### config.mk
export PLATFORM = sky130hd
export DESIGN_NAME = multitap_keypad_decoder
export DESIGN_NICKNAME = d
export VERILOG_FILES = /design/src/rtl/mtkd_pkg.sv /design/src/rtl/mtkd_engine.sv /design/src/rtl/mtkd_fifo.sv /design/src/rtl/multitap_keypad_decoder.sv
export SDC_FILE = /design/constraint.sdc
export NUM_CORES = 1
export LEC_CHECK = 0
export BUFFER_PORTS_ARGS = -buffer_cell sky130_fd_sc_hd__buf_2
export CORE_ASPECT_RATIO = 1.4
export CORE_MARGIN = 10
export CORE_UTILIZATION = 55
export DETAILED_ROUTE_END_ITERATION = 7
export HOLD_SLACK_MARGIN = 0.08
export PLACE_DENSITY = 0.72
export SLEW_MARGIN = 20
export SYNTH_ARGS = -nofsm -noshare
export SYNTH_HDL_FRONTEND = slang
export SYNTH_HIERARCHICAL = 1
export SYNTH_SLANG_ARGS = --single-unit
### constraint.sdc
create_clock -name clock -period 16.5 [get_ports clock]
set_input_delay 0.825 -clock clock [delete_from_list [all_inputs] [get_ports clock]]
set_output_delay 0.825 -clock clock [all_outputs]
set_load 0.02 [all_outputs]
### src/rtl/mtkd_pkg.sv
package mtkd_pkg;

   localparam int TIME_BITS_DEF = 32;

   localparam int NUM_KEYS   = 20;
   localparam int KEY_W      = 5;
   localparam int TAP_W      = 4;
   localparam int CHAR_W     = 8;
   localparam int CSR_IDX_W  = 2;
   localparam int CSR_DATA_W = 16;
   localparam int FIFO_DEPTH = 4;

   localparam logic [CHAR_W-1:0] BACKSPACE = 8'h08;
   localparam logic [CHAR_W-1:0] K_LEFT    = 8'hB4;
   localparam logic [CHAR_W-1:0] K_UP      = 8'hB5;
   localparam logic [CHAR_W-1:0] K_DOWN    = 8'hB6;
   localparam logic [CHAR_W-1:0] K_RIGHT   = 8'hB7;
   localparam logic [CHAR_W-1:0] K_ENTER   = 8'h0D;
   localparam logic [CHAR_W-1:0] K_CANCEL  = 8'h1B;
   localparam logic [CHAR_W-1:0] K_HOME    = 8'hD2;
   localparam logic [CHAR_W-1:0] K_CTXMENU = 8'hED;
   localparam logic [CHAR_W-1:0] K_KBENTER = 8'hB0;

   localparam logic [15:0] TAP_WINDOW_RST = 16'd300;
   localparam logic [15:0] LONG_PRESS_RST = 16'd600;

   typedef enum logic [CSR_IDX_W-1:0] {
      REG_MODE   = 2'd0,
      REG_WINDOW = 2'd1,
      REG_LONG   = 2'd2
   } csr_index_type;

   typedef struct packed {
      logic       kind;
      logic [7:0] event_byte;
      logic [31:0] now_ms;
   } req_type;

   typedef struct packed {
      logic [7:0] char_out;
      logic       last;
   } rsp_type;

   typedef struct packed {
      logic        continuous_mode;
      logic [15:0] tap_window_ms;
      logic [15:0] long_press_ms;
   } cfg_type;

   typedef struct packed {
      logic [1:0]      count;
      rsp_type [1:0]   beat;
   } push_type;

   typedef struct packed {
      logic             vld;
      logic [KEY_W-1:0] key;
   } key_type;

   function automatic key_type key_decode(input logic [6:0] code);
      key_type    r;
      logic [6:0] c;
      logic [2:0] row;
      logic [6:0] col;
      logic [6:0] k;
      c   = code - 7'd1;
      row = 3'd0;
      col = c;
      if (c < 7'd10) begin
         row = 3'd0;
         col = c;
      end else if (c < 7'd20) begin
         row = 3'd1;
         col = c - 7'd10;
      end else if (c < 7'd30) begin
         row = 3'd2;
         col = c - 7'd20;
      end else if (c < 7'd40) begin
         row = 3'd3;
         col = c - 7'd30;
      end else begin
         row = 3'd4;
         col = c - 7'd40;
      end
      k     = {2'b00, row, 2'b00} + col;
      r.vld = (code != 7'd0) && (c < 7'd50) && (k < 7'(NUM_KEYS));
      r.key = k[KEY_W-1:0];
      return r;
   endfunction

   function automatic logic [TAP_W-1:0] tap_len(input logic [KEY_W-1:0] k);
      logic [TAP_W-1:0] n;
      case (k)
         5'd1, 5'd3:                  n = 4'd5;
         5'd5, 5'd7:                  n = 4'd9;
         5'd6, 5'd9, 5'd10, 5'd11,
         5'd14, 5'd15:                n = 4'd7;
         default:                     n = 4'd1;
      endcase
      return n;
   endfunction

   function automatic logic [CHAR_W-1:0] letter_char(input logic [CHAR_W-1:0] base,
                                                      input logic [TAP_W-1:0] n,
                                                      input logic [CHAR_W-1:0] digit,
                                                      input logic [TAP_W-1:0] t);
      logic [CHAR_W-1:0] ch;
      if (t < n) begin
         ch = base + {4'd0, t};
      end else if (t < {n[TAP_W-2:0], 1'b0}) begin
         ch = base - 8'd32 + {4'd0, t} - {4'd0, n};
      end else begin
         ch = digit;
      end
      return ch;
   endfunction

   function automatic logic [CHAR_W-1:0] key_char(input logic [KEY_W-1:0] k,
                                                   input logic [TAP_W-1:0] t);
      logic [CHAR_W-1:0] ch;
      ch = 8'h00;
      case (k)
         5'd0:  ch = " ";
         5'd1: begin
            case (t)
               4'd0:    ch = ".";
               4'd1:    ch = ",";
               4'd2:    ch = "?";
               4'd3:    ch = "!";
               4'd4:    ch = "*";
               default: ch = 8'h00;
            endcase
         end
         5'd2:  ch = "0";
         5'd3: begin
            case (t)
               4'd0:    ch = ":";
               4'd1:    ch = ";";
               4'd2:    ch = "-";
               4'd3:    ch = "+";
               4'd4:    ch = "#";
               default: ch = 8'h00;
            endcase
         end
         5'd4:  ch = BACKSPACE;
         5'd5:  ch = letter_char("p", 4'd4, "7", t);
         5'd6:  ch = letter_char("t", 4'd3, "8", t);
         5'd7:  ch = letter_char("w", 4'd4, "9", t);
         5'd8:  ch = K_DOWN;
         5'd9:  ch = letter_char("g", 4'd3, "4", t);
         5'd10: ch = letter_char("j", 4'd3, "5", t);
         5'd11: ch = letter_char("m", 4'd3, "6", t);
         5'd12: ch = K_ENTER;
         5'd13: ch = "1";
         5'd14: ch = letter_char("a", 4'd3, "2", t);
         5'd15: ch = letter_char("d", 4'd3, "3", t);
         5'd16: ch = K_UP;
         5'd17: ch = K_CANCEL;
         5'd18: ch = K_HOME;
         5'd19: ch = K_CTXMENU;
         default: ch = 8'h00;
      endcase
      return ch;
   endfunction

   function automatic logic [CHAR_W-1:0] long_code(input logic [KEY_W-1:0] k);
      logic [CHAR_W-1:0] ch;
      case (k)
         5'd8:    ch = K_LEFT;
         5'd12:   ch = K_KBENTER;
         5'd16:   ch = K_RIGHT;
         5'd17:   ch = K_CANCEL;
         5'd18:   ch = K_HOME;
         5'd19:   ch = K_CTXMENU;
         default: ch = 8'h00;
      endcase
      return ch;
   endfunction

endpackage

### src/rtl/mtkd_engine.sv
module mtkd_engine #(
   parameter int TIME_BITS = mtkd_pkg::TIME_BITS_DEF
) (
   input  logic               clock,
   input  logic               reset,
   input  logic               go,
   input  mtkd_pkg::req_type  item,
   input  mtkd_pkg::cfg_type  cfg,
   output mtkd_pkg::push_type push
);

   logic                          held_vld_ff, held_vld_in;
   logic [mtkd_pkg::KEY_W-1:0]    held_key_ff, held_key_in;
   logic [TIME_BITS-1:0]          held_since_ff, held_since_in;
   logic                          pend_vld_ff, pend_vld_in;
   logic [mtkd_pkg::KEY_W-1:0]    pend_key_ff, pend_key_in;
   logic [mtkd_pkg::TAP_W-1:0]    pend_tap_ff, pend_tap_in;
   logic [TIME_BITS-1:0]          pend_since_ff, pend_since_in;

   logic [TIME_BITS-1:0]          now;
   logic [TIME_BITS-1:0]          pend_age;
   logic [TIME_BITS-1:0]          held_age;
   mtkd_pkg::key_type             dec;
   logic                          ev_ok;
   logic                          pressed;
   logic                          expired;
   logic                          pv1;
   logic                          rel;
   logic                          long_br;
   logic                          plain_br;
   logic                          cyc_br;
   logic                          cnt;
   logic [mtkd_pkg::TAP_W-1:0]    len;
   logic [mtkd_pkg::TAP_W-1:0]    tap_inc;
   logic [mtkd_pkg::TAP_W-1:0]    new_tap;
   logic                          cm_en, bs_en, fin_en;
   logic [mtkd_pkg::CHAR_W-1:0]   cm_char, fin_char;
   mtkd_pkg::rsp_type             b0, b1;
   logic [1:0]                    n;

   assign now      = TIME_BITS'(item.now_ms);
   assign pend_age = now - pend_since_ff;
   assign held_age = now - held_since_ff;
   assign dec      = mtkd_pkg::key_decode(item.event_byte[6:0]);
   assign pressed  = item.event_byte[7];
   assign ev_ok    = item.kind && dec.vld;

   assign expired  = pend_vld_ff && (pend_age >= TIME_BITS'(cfg.tap_window_ms));
   assign pv1      = pend_vld_ff && !expired;

   assign rel      = ev_ok && !pressed && held_vld_ff && (held_key_ff == dec.key);
   assign len      = mtkd_pkg::tap_len(dec.key);
   assign long_br  = (mtkd_pkg::long_code(dec.key) != 8'h00) &&
                     (held_age >= TIME_BITS'(cfg.long_press_ms));
   assign plain_br = !long_br && (len <= 4'd1);
   assign cyc_br   = !long_br && !plain_br;
   assign cnt      = pv1 && (pend_key_ff == dec.key);

   assign tap_inc  = pend_tap_ff + 4'd1;
   assign new_tap  = !cnt ? 4'd0 : ((tap_inc == len) ? 4'd0 : tap_inc);

   assign cm_char  = mtkd_pkg::key_char(pend_key_ff, pend_tap_ff);
   assign cm_en    = !cfg.continuous_mode && pend_vld_ff &&
                     (expired || (rel && !(cyc_br && cnt)));
   assign bs_en    = cfg.continuous_mode && rel && !plain_br && cnt;
   assign fin_en   = rel && (long_br || plain_br || cfg.continuous_mode);

   always_comb begin
      if (long_br) begin
         fin_char = mtkd_pkg::long_code(dec.key);
      end else if (plain_br) begin
         fin_char = mtkd_pkg::key_char(dec.key, 4'd0);
      end else begin
         fin_char = mtkd_pkg::key_char(dec.key, new_tap);
      end
   end

   always_comb begin
      b0 = '0;
      b1 = '0;
      n  = 2'd0;
      if (cm_en) begin
         b0.char_out = cm_char;
         if (fin_en) begin
            b1.char_out = fin_char;
            n = 2'd2;
         end else begin
            n = 2'd1;
         end
      end else if (bs_en) begin
         b0.char_out = mtkd_pkg::BACKSPACE;
         b1.char_out = fin_char;
         n = 2'd2;
      end else if (fin_en) begin
         b0.char_out = fin_char;
         n = 2'd1;
      end
      b0.last = (n == 2'd1);
      b1.last = (n == 2'd2);
   end

   always_comb begin
      push.count   = go ? n : 2'd0;
      push.beat[0] = b0;
      push.beat[1] = b1;
   end

   always_comb begin
      held_vld_in   = held_vld_ff;
      held_key_in   = held_key_ff;
      held_since_in = held_since_ff;
      pend_vld_in   = pv1;
      pend_key_in   = pend_key_ff;
      pend_tap_in   = pend_tap_ff;
      pend_since_in = pend_since_ff;
      if (ev_ok && pressed) begin
         held_vld_in   = 1'b1;
         held_key_in   = dec.key;
         held_since_in = now;
      end
      if (rel) begin
         held_vld_in = 1'b0;
         pend_vld_in = cyc_br;
         if (cyc_br) begin
            pend_key_in   = dec.key;
            pend_tap_in   = new_tap;
            pend_since_in = now;
         end
      end
   end

   always_ff @(posedge clock) begin
      if (reset) begin
         held_vld_ff <= 1'b0;
         pend_vld_ff <= 1'b0;
      end else if (go) begin
         held_vld_ff <= held_vld_in;
         pend_vld_ff <= pend_vld_in;
      end
   end

   always_ff @(posedge clock) begin
      if (go) begin
         held_key_ff   <= held_key_in;
         held_since_ff <= held_since_in;
         pend_key_ff   <= pend_key_in;
         pend_tap_ff   <= pend_tap_in;
         pend_since_ff <= pend_since_in;
      end
   end

endmodule

### src/rtl/mtkd_fifo.sv
module mtkd_fifo (
   input  logic               clock,
   input  logic               reset,
   input  mtkd_pkg::push_type push,
   input  logic               pop,
   output mtkd_pkg::rsp_type  head,
   output logic               head_vld,
   output logic               room2
);

   localparam int DEPTH = mtkd_pkg::FIFO_DEPTH;
   localparam int PTR_W = $clog2(DEPTH);
   localparam int CNT_W = $clog2(DEPTH + 1);

   mtkd_pkg::rsp_type   mem_ff [DEPTH];
   logic [PTR_W-1:0]    wr_ptr_ff, wr_ptr_in;
   logic [PTR_W-1:0]    rd_ptr_ff, rd_ptr_in;
   logic [CNT_W-1:0]    cnt_ff, cnt_in;

   assign head     = mem_ff[rd_ptr_ff];
   assign head_vld = (cnt_ff != '0);
   assign room2    = (cnt_ff <= CNT_W'(DEPTH - 2));

   always_comb begin
      wr_ptr_in = wr_ptr_ff + PTR_W'(push.count);
      rd_ptr_in = pop ? rd_ptr_ff + PTR_W'(1) : rd_ptr_ff;
      cnt_in    = cnt_ff + CNT_W'(push.count) - CNT_W'(pop);
   end

   always_ff @(posedge clock) begin
      if (reset) begin
         wr_ptr_ff <= '0;
         rd_ptr_ff <= '0;
         cnt_ff    <= '0;
      end else begin
         wr_ptr_ff <= wr_ptr_in;
         rd_ptr_ff <= rd_ptr_in;
         cnt_ff    <= cnt_in;
      end
   end

   always_ff @(posedge clock) begin
      if (push.count != 2'd0) begin
         mem_ff[wr_ptr_ff] <= push.beat[0];
      end
      if (push.count == 2'd2) begin
         mem_ff[wr_ptr_ff + PTR_W'(1)] <= push.beat[1];
      end
   end

endmodule

### src/rtl/multitap_keypad_decoder.sv
// Multi-tap keypad decoder. Each request beat is a poll or a raw key event with a
// millisecond time stamp; each response beat is one character, with last set on the
// final character of its request. An accepted request is registered and decoded,
// once the queue has room for two characters, against the held-key and pending-cycle
// state, giving zero, one or two characters into a four-entry response queue. A new
// request is taken every cycle while the queue has room for two characters, so requests
// that give at most one character stream at one per cycle; the sustained rate is set by
// the response port, which delivers one character per cycle while rsp_stall is low.
// Configuration writes take effect at once and are meant for an idle block.
module multitap_keypad_decoder #(
   parameter int TIME_BITS = mtkd_pkg::TIME_BITS_DEF
) (
   input  logic                               clock,
   input  logic                               reset,
   input  logic                               req_valid,
   output logic                               req_stall,
   input  mtkd_pkg::req_type                  req_payload,
   output logic                               rsp_valid,
   input  logic                               rsp_stall,
   output mtkd_pkg::rsp_type                  rsp_payload,
   input  logic                               csr_wen,
   input  logic [mtkd_pkg::CSR_IDX_W-1:0]     csr_index,
   input  logic [mtkd_pkg::CSR_DATA_W-1:0]    csr_wdata
);

   mtkd_pkg::cfg_type   cfg_ff;
   logic                s1_vld_ff, s1_vld_in;
   mtkd_pkg::req_type   s1_item_ff;
   logic                go;
   logic                room2;
   logic                accept;
   mtkd_pkg::push_type  push;

   assign go        = s1_vld_ff && room2;
   assign req_stall = s1_vld_ff && !go;
   assign accept    = req_valid && !req_stall;
   assign s1_vld_in = accept ? 1'b1 : (go ? 1'b0 : s1_vld_ff);

   always_ff @(posedge clock) begin
      if (reset) begin
         s1_vld_ff <= 1'b0;
      end else begin
         s1_vld_ff <= s1_vld_in;
      end
   end

   always_ff @(posedge clock) begin
      if (accept) begin
         s1_item_ff <= req_payload;
      end
   end

   always_ff @(posedge clock) begin
      if (reset) begin
         cfg_ff.continuous_mode <= 1'b0;
         cfg_ff.tap_window_ms   <= mtkd_pkg::TAP_WINDOW_RST;
         cfg_ff.long_press_ms   <= mtkd_pkg::LONG_PRESS_RST;
      end else if (csr_wen) begin
         case (csr_index)
            mtkd_pkg::REG_MODE:   cfg_ff.continuous_mode <= csr_wdata[0];
            mtkd_pkg::REG_WINDOW: cfg_ff.tap_window_ms   <= csr_wdata;
            mtkd_pkg::REG_LONG:   cfg_ff.long_press_ms   <= csr_wdata;
            default: ;
         endcase
      end
   end

   mtkd_engine #(
      .TIME_BITS (TIME_BITS)
   ) u_engine (
      .clock (clock),
      .reset (reset),
      .go    (go),
      .item  (s1_item_ff),
      .cfg   (cfg_ff),
      .push  (push)
   );

   mtkd_fifo u_fifo (
      .clock    (clock),
      .reset    (reset),
      .push     (push),
      .pop      (rsp_valid && !rsp_stall),
      .head     (rsp_payload),
      .head_vld (rsp_valid),
      .room2    (room2)
   );

endmodule

## Word level (Yosys, flattened, before mapping)

Memories as Yosys holds them, arrays and structs flattened. A register that Yosys moved wholly into a read port is not among the register bits.
Index checks and enable logic that the tools add are counted.

- RAM bits: 36
- Flip-flop bits (word level): 162
- Bits in read-only memories: 48
- Memories: 2
- Output and inout port bits: 11
- Input port bits: 64
- Logic and storage cells: 281

Memory list:

| memory | words | bits a word | rd ports | clocked after memory_dff | wr ports | line | RTL |
|---|---|---|---|---|---|---|---|
| (no name shown) | 16 | 3 | 1 | 0 | 0 | mtkd_pkg.sv:93 | `case (k)` |
| u_fifo.mem_ff | 4 | 9 | 1 | 1 | 2 | mtkd_fifo.sv:15 | `mtkd_pkg::rsp_type mem_ff [DEPTH];` |

- Magnitude comparators: 18
- Reductions and logical operators: 54
- Add/sub/neg operators: 62
- Multiplexer cells: 74
- Equal/unequal tests: 54

Operators with widths:

| cell | count |
|---|---|
| 8-bit case mux with 20 select lines | 3 |
| 8-bit 2-to-1 mux | 39 |
| 7-bit by 4-bit adder with 8-bit output (first input constant) | 32 |
| 6-bit case mux with 5 select lines | 4 |
| 8-bit by 2-bit subtractor with 8-bit output (second input constant) | 12 |
| 5-bit by 4-bit equality test with 1-bit output (second input constant) | 16 |
| 32-bit by 16-bit >= comparator with 1-bit output | 2 |
| 32-bit subtractor | 2 |
| 8-bit case mux with 6 select lines | 1 |
| 5-bit by 3-bit equality test with 1-bit output (second input constant) | 8 |
| 5-bit equality test (second input constant) | 8 |
| 8-bit by 3-bit subtractor with 8-bit output (second input constant) | 4 |
| 7-bit 2-to-1 mux | 4 |
| 1-bit logical AND | 25 |
| 7-bit by 5-bit less-than comparator with 1-bit output (second input constant) | 3 |
| 5-bit by 2-bit equality test with 1-bit output (second input constant) | 4 |
| 4-bit by 2-bit equality test with 1-bit output (second input constant) | 4 |
| 4-bit by 3-bit less-than comparator with 1-bit output (second input constant) | 4 |
| 7-bit by 6-bit less-than comparator with 1-bit output (second input constant) | 2 |
| 7-bit by 5-bit subtractor with 7-bit output (second input constant) | 2 |
| 2-bit 2-to-1 mux | 6 |
| 3-bit 2-to-1 mux | 4 |
| 4-bit 2-to-1 mux | 3 |
| 5-bit by 1-bit equality test with 1-bit output (second input constant) | 2 |
| other kinds (32) | 68 |

## Longest topological paths before layout

Gate-level depths: netlist of the first run.

- Depth after elaboration: 25
- Gate-level depth with buffers: 40
- Depth with buffers taken out: 36

## Cells and area by module

The synthesis of the first run kept the hierarchy.

By module, submodules not included:

| module | area each (sq um) | cells an instance | instances | seq. area each (sq um) |
|---|---|---|---|---|
| mtkd_engine | 11822.6 | 1543 | 1 | 2382.3 |
| multitap_keypad_decoder | 2685.1 | 182 | 1 | 1911.8 |
| mtkd_fifo | 2258.4 | 134 | 1 | 1261.2 |

## Worst setup path before layout of the first run

No wires, ideal clock.

- Kind: reg2reg
- Start point: register s1_item_ff[32] (netlist name)
- End point: register u_engine/pend_key_ff[0] (netlist name), enable pin
- Stages on the path, launching flop included: 24
- Data arrival time: 7924 ps
- Library setup time: 493 ps
- Clock period less this slack: 8417 ps
- Slack: 8083 ps
- Data required time: 16007 ps
- Path buffers: 3
- Cell sequence: edfxtp_1 > clkbuf_1 > clkinv_1 > ha_1 > or3b_1 > xnor2_2 > inv_1 > ha_1 > a21oi_1 > and2_1 > buf_4 > o21ai_0 > nand3b_1 > o31ai_1 > a222oi_1 > ha_1 > fa_1 > or2_2 > clkbuf_1 > nand2_1 > o2111ai_1 > a221oi_1 > nand2_1 > nor3_1

RTL lines:

| item | line | RTL |
|---|---|---|
| from (decl) | multitap_keypad_decoder.sv:28 | `mtkd_pkg::req_type s1_item_ff;` |
| from (signal assigned) | multitap_keypad_decoder.sv:49 | `s1_item_ff <= req_payload;` |
| to (signal assigned) | mtkd_engine.sv:146 | `pend_key_ff <= pend_key_in;` |
| to (decl) | mtkd_engine.sv:16 | `logic [mtkd_pkg::KEY_W-1:0] pend_key_ff, pend_key_in;` |

==> results.md, run 1 <==
- Routed vias/inst: 6.36
- Final instance area: 18000 um2
- Synth top area share: 27.8%
- Mapped Cells: 1859
- Critical path's slowest cell: ha_1
- CP startpoint kind: register
- Worst Hold Slack: 482 ps
- Post-route worst setup slack: 6630 ps
- Htree depth: 4
- Hpwl dp: 38.2 mm
- Status: completed
- Crit path time final: 9870 ps
- Port bufs: 74
- Clk_skew: 21.8 ps
- Cts repair resizes: 0
- Avg Cell Area, Syn: 9.02 um2
- Nets: 2093
- Worst VDD drop: 0.121 mV
- Crit path largest cell delay: 570 ps
- CTS tree: yes
- Ys async rst share: 0%
- Die W: 168 um
- Final Hold Viols: 0
- Worst setup path start: s1_item_ff[32]
- First-pass GRT wire length: 77.9 mm
- Worst reg2reg path startpoint: s1_item_ff[32]
- WL/cell: 21.9 um
- Worst skew pair latency: 490 ps
- Pin count of the biggest net entering global routing: 67
- Num CTS Buffers: 17
- Die Y: 227 um
- Row count: 75
- Setup Viol. Count Final: 0
- Worst slew pin tran: 1120 ps
- Clock buffer depth: 2
- Total gr overflow: 0
- Post-Syn Area: 16800 um2
- Int Pwr: 0.00103 W
- Tot GR Track Use: 25.6%
- Cts hold-fix bufs: 0
- Pwr/cell area: 95.8 nW/um2
- Leakage: 7.26 nW
- GPL Wtd Cong: 1.04
- Remaining DRCs: 0
- Yosys reg bits: 200
- Rel. slew slack: 24.6%
- EDFF count, synth: 155
- Switching Share: 40.5%
- Synth cell count leaders: edfxtp_1, nor2_1, ha_1
- Most used cell along the critical path: ha_1
- Critical path data arrival time: 10120 ps
- Hold Crit Start: cfg_ff[30]
- Fmax: 0.101 GHz
- Crit path capture type: register
- Top area cells in the synthesized netlist: edfxtp_1, ha_1, dfxtp_1
- Post-CTS setup buffer count: 0
- Num ports: 75
- Count leader, synth: edfxtp_1
- CTS sink cnt: 200
- Root Driver: clkbuf_16
- RSZ-0062 raised after global routing: no
- Initial Utilization: 55.8%
- Ys Warns: 6
- Antenna Nets Post-Route: 0
- Required time of the critical path: 16750 ps
- Hold Path Class: register to register
- Synth unique cells: 114
- Seq pwr share: 34.4%
- Final Max Tran Viols: 0
- Iter 0 DRT Violations: 1111
- # diodes: 0
- Filler cell count: 2639
- Fraction of layout cells with a size suffix above 1: 12.1%
- Ys flop type: edfxtp_1
- Max Cap Viol: 0
- Vias in the first global route: 14500
- CP max FO: 34
- NetSw: 0.000699 W
- Combinational Power Share: 38.8%
- Period utilization: 59.8%
- Die area: 38000 um2
- Core area: 30000 um2
- Seq/Total Area, Yosys: 33.1%
- P&R area growth vs syn: 7.49%
- Final wirelength: 49.9 mm
- Clock transition at the registers of the reported paths: 90 ps
- Syn nets: 2074
- Vias: 14500
- Dpl cell area: 17400 um2
- Synth area leader: edfxtp_1
- Pre-CTS WS: 6920 ps
- Initial antenna violation count: 0
- Clk pwr share: 26.8%
- Setup CP Type: register to register
- TNS Setup: 0 ps
- DR pass1 iterations: 6
## layout by cell type, fill, tap and decap left out, types with 24 or more instances in the layout
master    synthesis  routed
edfxtp_1        155     155
nor2_1          154     154
ha_1            147     147
nand2_1         144     144
inv_1           135     135
a21oi_1         133     133
o21ai_0         108     108
buf_2            13      74
nand2b_1         56      56
nor3_1           56      55
mux2i_1          45      45
dfxtp_1          45      45
xnor2_1          45      45
nand3_1          39      39
mux2_2           30      30
a21o_1           29      29
nor2b_1          28      27
xor2_1           25      25
a31oi_1          24      24
## power by group through the flow
stage                     registers (W)  clock network [W]  logic (W)
after global routing           0.000598           0.000492   0.000726
after floorplan                0.000590                  0   0.000479
after detailed placement       0.000606                  0   0.000656
after CTS                      0.000595           0.000471   0.000661
after global placement         0.000605                  0   0.000649
final                          0.000593           0.000463   0.000670
## cell families after synthesis
family,synth area share (%)
AOI/OAI and AO/OA,20.4
buffers and inverters,5.43
adders and majority gates,11.5
xor gates and xnor gates,4.29
DFF,33.1
and+or+nand+nor,18.5
muxes,6.72
## stage by stage
stage          power (W)  utilization, %  std cells
3_5_place_dp     0.00126            57.8       2244
2_1_floorplan    0.00107               -       1859
3_3_place_gp     0.00125            57.8       2244
6_report         0.00173            60.0       2276
4_1_cts          0.00173            60.0       2276
5_1_grt          0.00182            60.0       2276
## critical path, delay by kind of cell (launching register included)
kind	cells	cell delay, ps
AOI/OAI and AO/OA	11	2520
and+or+nand+nor	10	2500
adders and majority gates	5	1850
buffers and inverters	6	1720
xor gates and xnor gates	2	430
DFF	1	330
muxes	1	280
## area by class of cell
class                      count  area [um2]  area share (%)
tap                          385         482            2.67
multi-input combinational   1432       10300            57.3
clock inverter                15         244            1.35
timing repair buffer          88         475            2.64
inverter                     139         522            2.90
clock buffer                  17         425            2.36
sequential                   200        5560            30.8
## metal layers
metal	vias to the layer above	part of all wire, %	track usage, %
li1	6886	-	-
met1	6921	37	25.9
met2	503	53	48.2
met3	158	3.8	3.86
met4	0	5.8	16.0
met5	-	0	0
## worst paths after layout
| path | end | slack, ps | cells after the start |
|---|---|---|---|
| worst max-delay path | u_fifo/mem_ff[2][4] | 6630 | 35 |
| worst min register to register | cfg_ff[30] | 480 | 2 |
| worst max register to register | u_fifo/mem_ff[2][4] | 6630 | 35 |
| worst min-delay path | cfg_ff[30] | 480 | 2 |
## flip-flops by register name, summed over array words and instances, names as in the netlist, named ones only
| signal | cells |
|---|---|
| u_engine/pend_key_ff | 5 |
| u_engine/held_key_ff | 5 |
| u_fifo/cnt_ff | 3 |
| u_engine/pend_vld_ff | 1 |
| cfg_ff | 33 |
| u_fifo/mem_ff | 36 |
| u_engine/pend_since_ff | 32 |
| s1_item_ff | 41 |
| s1_vld_ff | 1 |
| u_engine/held_since_ff | 32 |
| u_engine/pend_tap_ff | 4 |
| u_engine/held_vld_ff | 1 |
| u_fifo/wr_ptr_ff | 2 |
| u_fifo/rd_ptr_ff | 2 |
No activity file was read; power rests on OpenSTA's default activity.
==> run 2: changes to the inputs <==
- PLACE_DENSITY: 0.72 -> 0.75
- clock period: 16.5 -> 8.5 ns (I/O delays scaled with it)
==> run 2 against run 1 <==
Via count increased by 0.45%. Register-to-register slack got worse by 6100 ps. Worst hold slack got worse by 350 ps. Clock skew decreased by 4.5 ps. Setup slack got worse by 6100 ps. Final cell count increased by 1.5%. Design area increased by 1.3%.
==> results.md, run 2 (synthesis gave the netlist of run 1 again) <==
- Hpwl dp: 39.4 mm (was 38.2 mm)
- Rel. slew slack: 28.8% (was 24.6%)
- Worst skew pair latency: 470 ps (was 490 ps)
- Clk_skew: 17.3 ps (was 21.8 ps)
- Pre-CTS WS: 430 ps (was 6920 ps)
- GRT met3 Usage: 3.48% (was 3.86%)
- Required time of the critical path: 8720 ps (was 16750 ps)
- GRT met2 Usage: 48.5% (was 48.2%)
- GPL Wtd Cong: 1.00 (was 1.04)
- Largest register FFs: 41 (unchanged)
- Routed vias/inst: 6.29 (was 6.36)
- Final wirelength: 50.9 mm (was 49.9 mm)
- Final Max Tran Viols: 0 (unchanged)
- Htree depth: 4 (unchanged)
- Regs by FF count: s1_item_ff (41), u_fifo/mem_ff (36), cfg_ff (33) (unchanged)
- Worst slew pin tran: 1070 ps (was 1120 ps)
- Crit path largest cell delay: 490 ps (was 570 ps)
- Most Used Layer, Global Route: met2 (unchanged)
- Antenna Nets Post-Route: 0 (unchanged)
- Critical path's slowest cell: or3b_1 (was ha_1)
- Clock transition at the registers of the reported paths: 80 ps (was 90 ps)
- Hold Path Class: input pin to register (was register to register)
- DR pass1 iterations: 6 (unchanged)
- First-pass GRT wire length: 78.7 mm (was 77.9 mm)
- Combinational Power Share: 39.9% (was 38.8%)
- Setup CP Type: register to register (unchanged)
- Commonest non-fill, non-tap cell in the layout: edfxtp_1 (unchanged)
- Switching Share: 38.9% (was 40.5%)
- Crit path capture type: register (unchanged)
- Root Driver: clkbuf_16 (unchanged)
- Final Hold Viols: 0 (unchanged)
- Clk pwr share: 25.4% (was 26.8%)
- TNS Setup: 0 ps (unchanged)
- Seq pwr share: 34.8% (was 34.4%)
- Total gr overflow: 0 (unchanged)
- Max Cap Viol: 0 (unchanged)
- Worst VDD drop: 0.174 mV (was 0.121 mV)
- R2r setup slk: 570 ps (was 6630 ps)
- CP startpoint kind: register (unchanged)
- P&R area growth vs syn: 8.86% (was 7.49%)
- CP max FO: 12 (was 34)
- Pwr/cell area: 182 nW/um2 (was 95.8 nW/um2)
- Vias in the first global route: 14400 (was 14500)
- Global routing usage on met1: 26.7% (was 25.9%)
- Fraction of layout cells with a size suffix above 1: 13.7% (was 12.1%)
- Reg with most FFs: s1_item_ff (unchanged)
- Initial Utilization: 55.8% (unchanged)
- Most frequent cells in the layout: edfxtp_1, nor2_1, ha_1 (unchanged)
- Nets: 2128 (was 2093)
- Int Pwr: 0.00203 W (was 0.00103 W)
- Tot GR Track Use: 26.0% (was 25.6%)
- Status: completed (unchanged)
- CTS sink cnt: 200 (unchanged)
- Fmax: 0.126 GHz (was 0.101 GHz)
- Die W: 168 um (unchanged)
- Critical path data arrival time: 8150 ps (was 10120 ps)
- Remaining DRCs: 0 (unchanged)
- # diodes: 0 (unchanged)
- Setup Viol. Count Final: 0 (unchanged)
- Worst Path Buf+Inv: 3 (was 6)
- Worst Hold Slack: 130 ps (was 482 ps)
- Crit path time final: 7930 ps (was 9870 ps)
- Initial antenna violation count: 0 (unchanged)
- Pin count of the biggest net entering global routing: 67 (unchanged)
- RSZ-0062 raised after global routing: no (unchanged)
- Vias: 14500 (about the same)
- Leakage: 7.40 nW (was 7.26 nW)
- Die area: 38000 um2 (unchanged)
- Num CTS Buffers: 17 (unchanged)
- Cts hold-fix bufs: 0 (unchanged)
- NetSw: 0.00129 W (was 0.000699 W)
- Num ports: 75 (unchanged)
- Row count: 75 (unchanged)
- Crit-path leading delay family: compound AO/OA/AOI/OAI gates (unchanged)
- Iter 0 DRT Violations: 1308 (was 1111)
- Clock buffer depth: 2 (unchanged)
- Period utilization: 93.3% (was 59.8%)
- CTS tree: yes (unchanged)
- Most used cell along the critical path: ha_1 (unchanged)
- Core area: 30000 um2 (unchanged)
- Port bufs: 74 (unchanged)
- Post-route worst setup slack: 566 ps (was 6630 ps)
- WL/cell: 22.0 um (was 21.9 um)
- Die Y: 227 um (unchanged)
## run 2: path summary, 6_finish.rpt
path | start | to | cells after the start
min reg2reg | cfg_ff[30] | cfg_ff[30] | 2
min | req_payload[6] | s1_item_ff[6] | 1
max | s1_item_ff[33] | u_fifo/mem_ff[1][4] | 36
max reg2reg | s1_item_ff[33] | u_fifo/mem_ff[1][4] | 36
## run 2: layout make-up
type	count	area [um2]
clock buffer	18	429
fill	2585	11800
timing repair buffer	123	751
tap	385	482
inverter	139	522
clock inverter	14	180
multi-input combinational	1432	10300
sequential	200	5560
## run 2: stage by stage
| step | total power [W] | cell area, um2 | std cells | utilization [%] |
|---|---|---|---|---|
| 6_report | 0.00331 | 18300 | 2311 | 60.8 |
| 5_1_grt | 0.00349 | 18300 | 2311 | 60.8 |
| 4_1_cts | 0.00331 | 18200 | 2305 | 60.5 |
| 3_5_place_dp | 0.00247 | 17600 | 2273 | 58.5 |
| 3_3_place_gp | 0.00246 | 17600 | 2273 | 58.5 |
| 2_1_floorplan | 0.00208 | 16800 | 1859 | - |
## run 2: repair_timing
item / CTS / global route
endpoints found under the hold margin: 0 / 0
setup endpoints to repair: 0 / 66
gates resized for setup: 0 / 3
buffers inserted: 0 / 6
## run 2: metal layers
metal	part of all wire (%)	vias to the layer above	wire length (um)
met5	0	-	0
met4	6.2	0	3140
met3	3.7	154	1900
met2	53	486	26900
met1	37	6941	19000
li1	-	6952	-
## run 2: worst register-to-register path: cells and delay by family, from the launching register on
family	cells	cell delay [ps]
and+or+nand+nor	9	1580
buffers and inverters	3	300
xor gates and xnor gates	2	360
muxes	2	420
adders and majority gates	6	1670
DFF	1	450
AOI/OAI and AO/OA	14	2930
## run 2: power groups by stage
stage               Clock [W]  Sequential [W]  Combinational, W
floorplan                   0         0.00114          0.000930
global placement            0         0.00117           0.00129
detailed placement          0         0.00118           0.00129
CTS                  0.000857         0.00115           0.00130
global route         0.000889         0.00116           0.00144
finish               0.000841         0.00115           0.00132
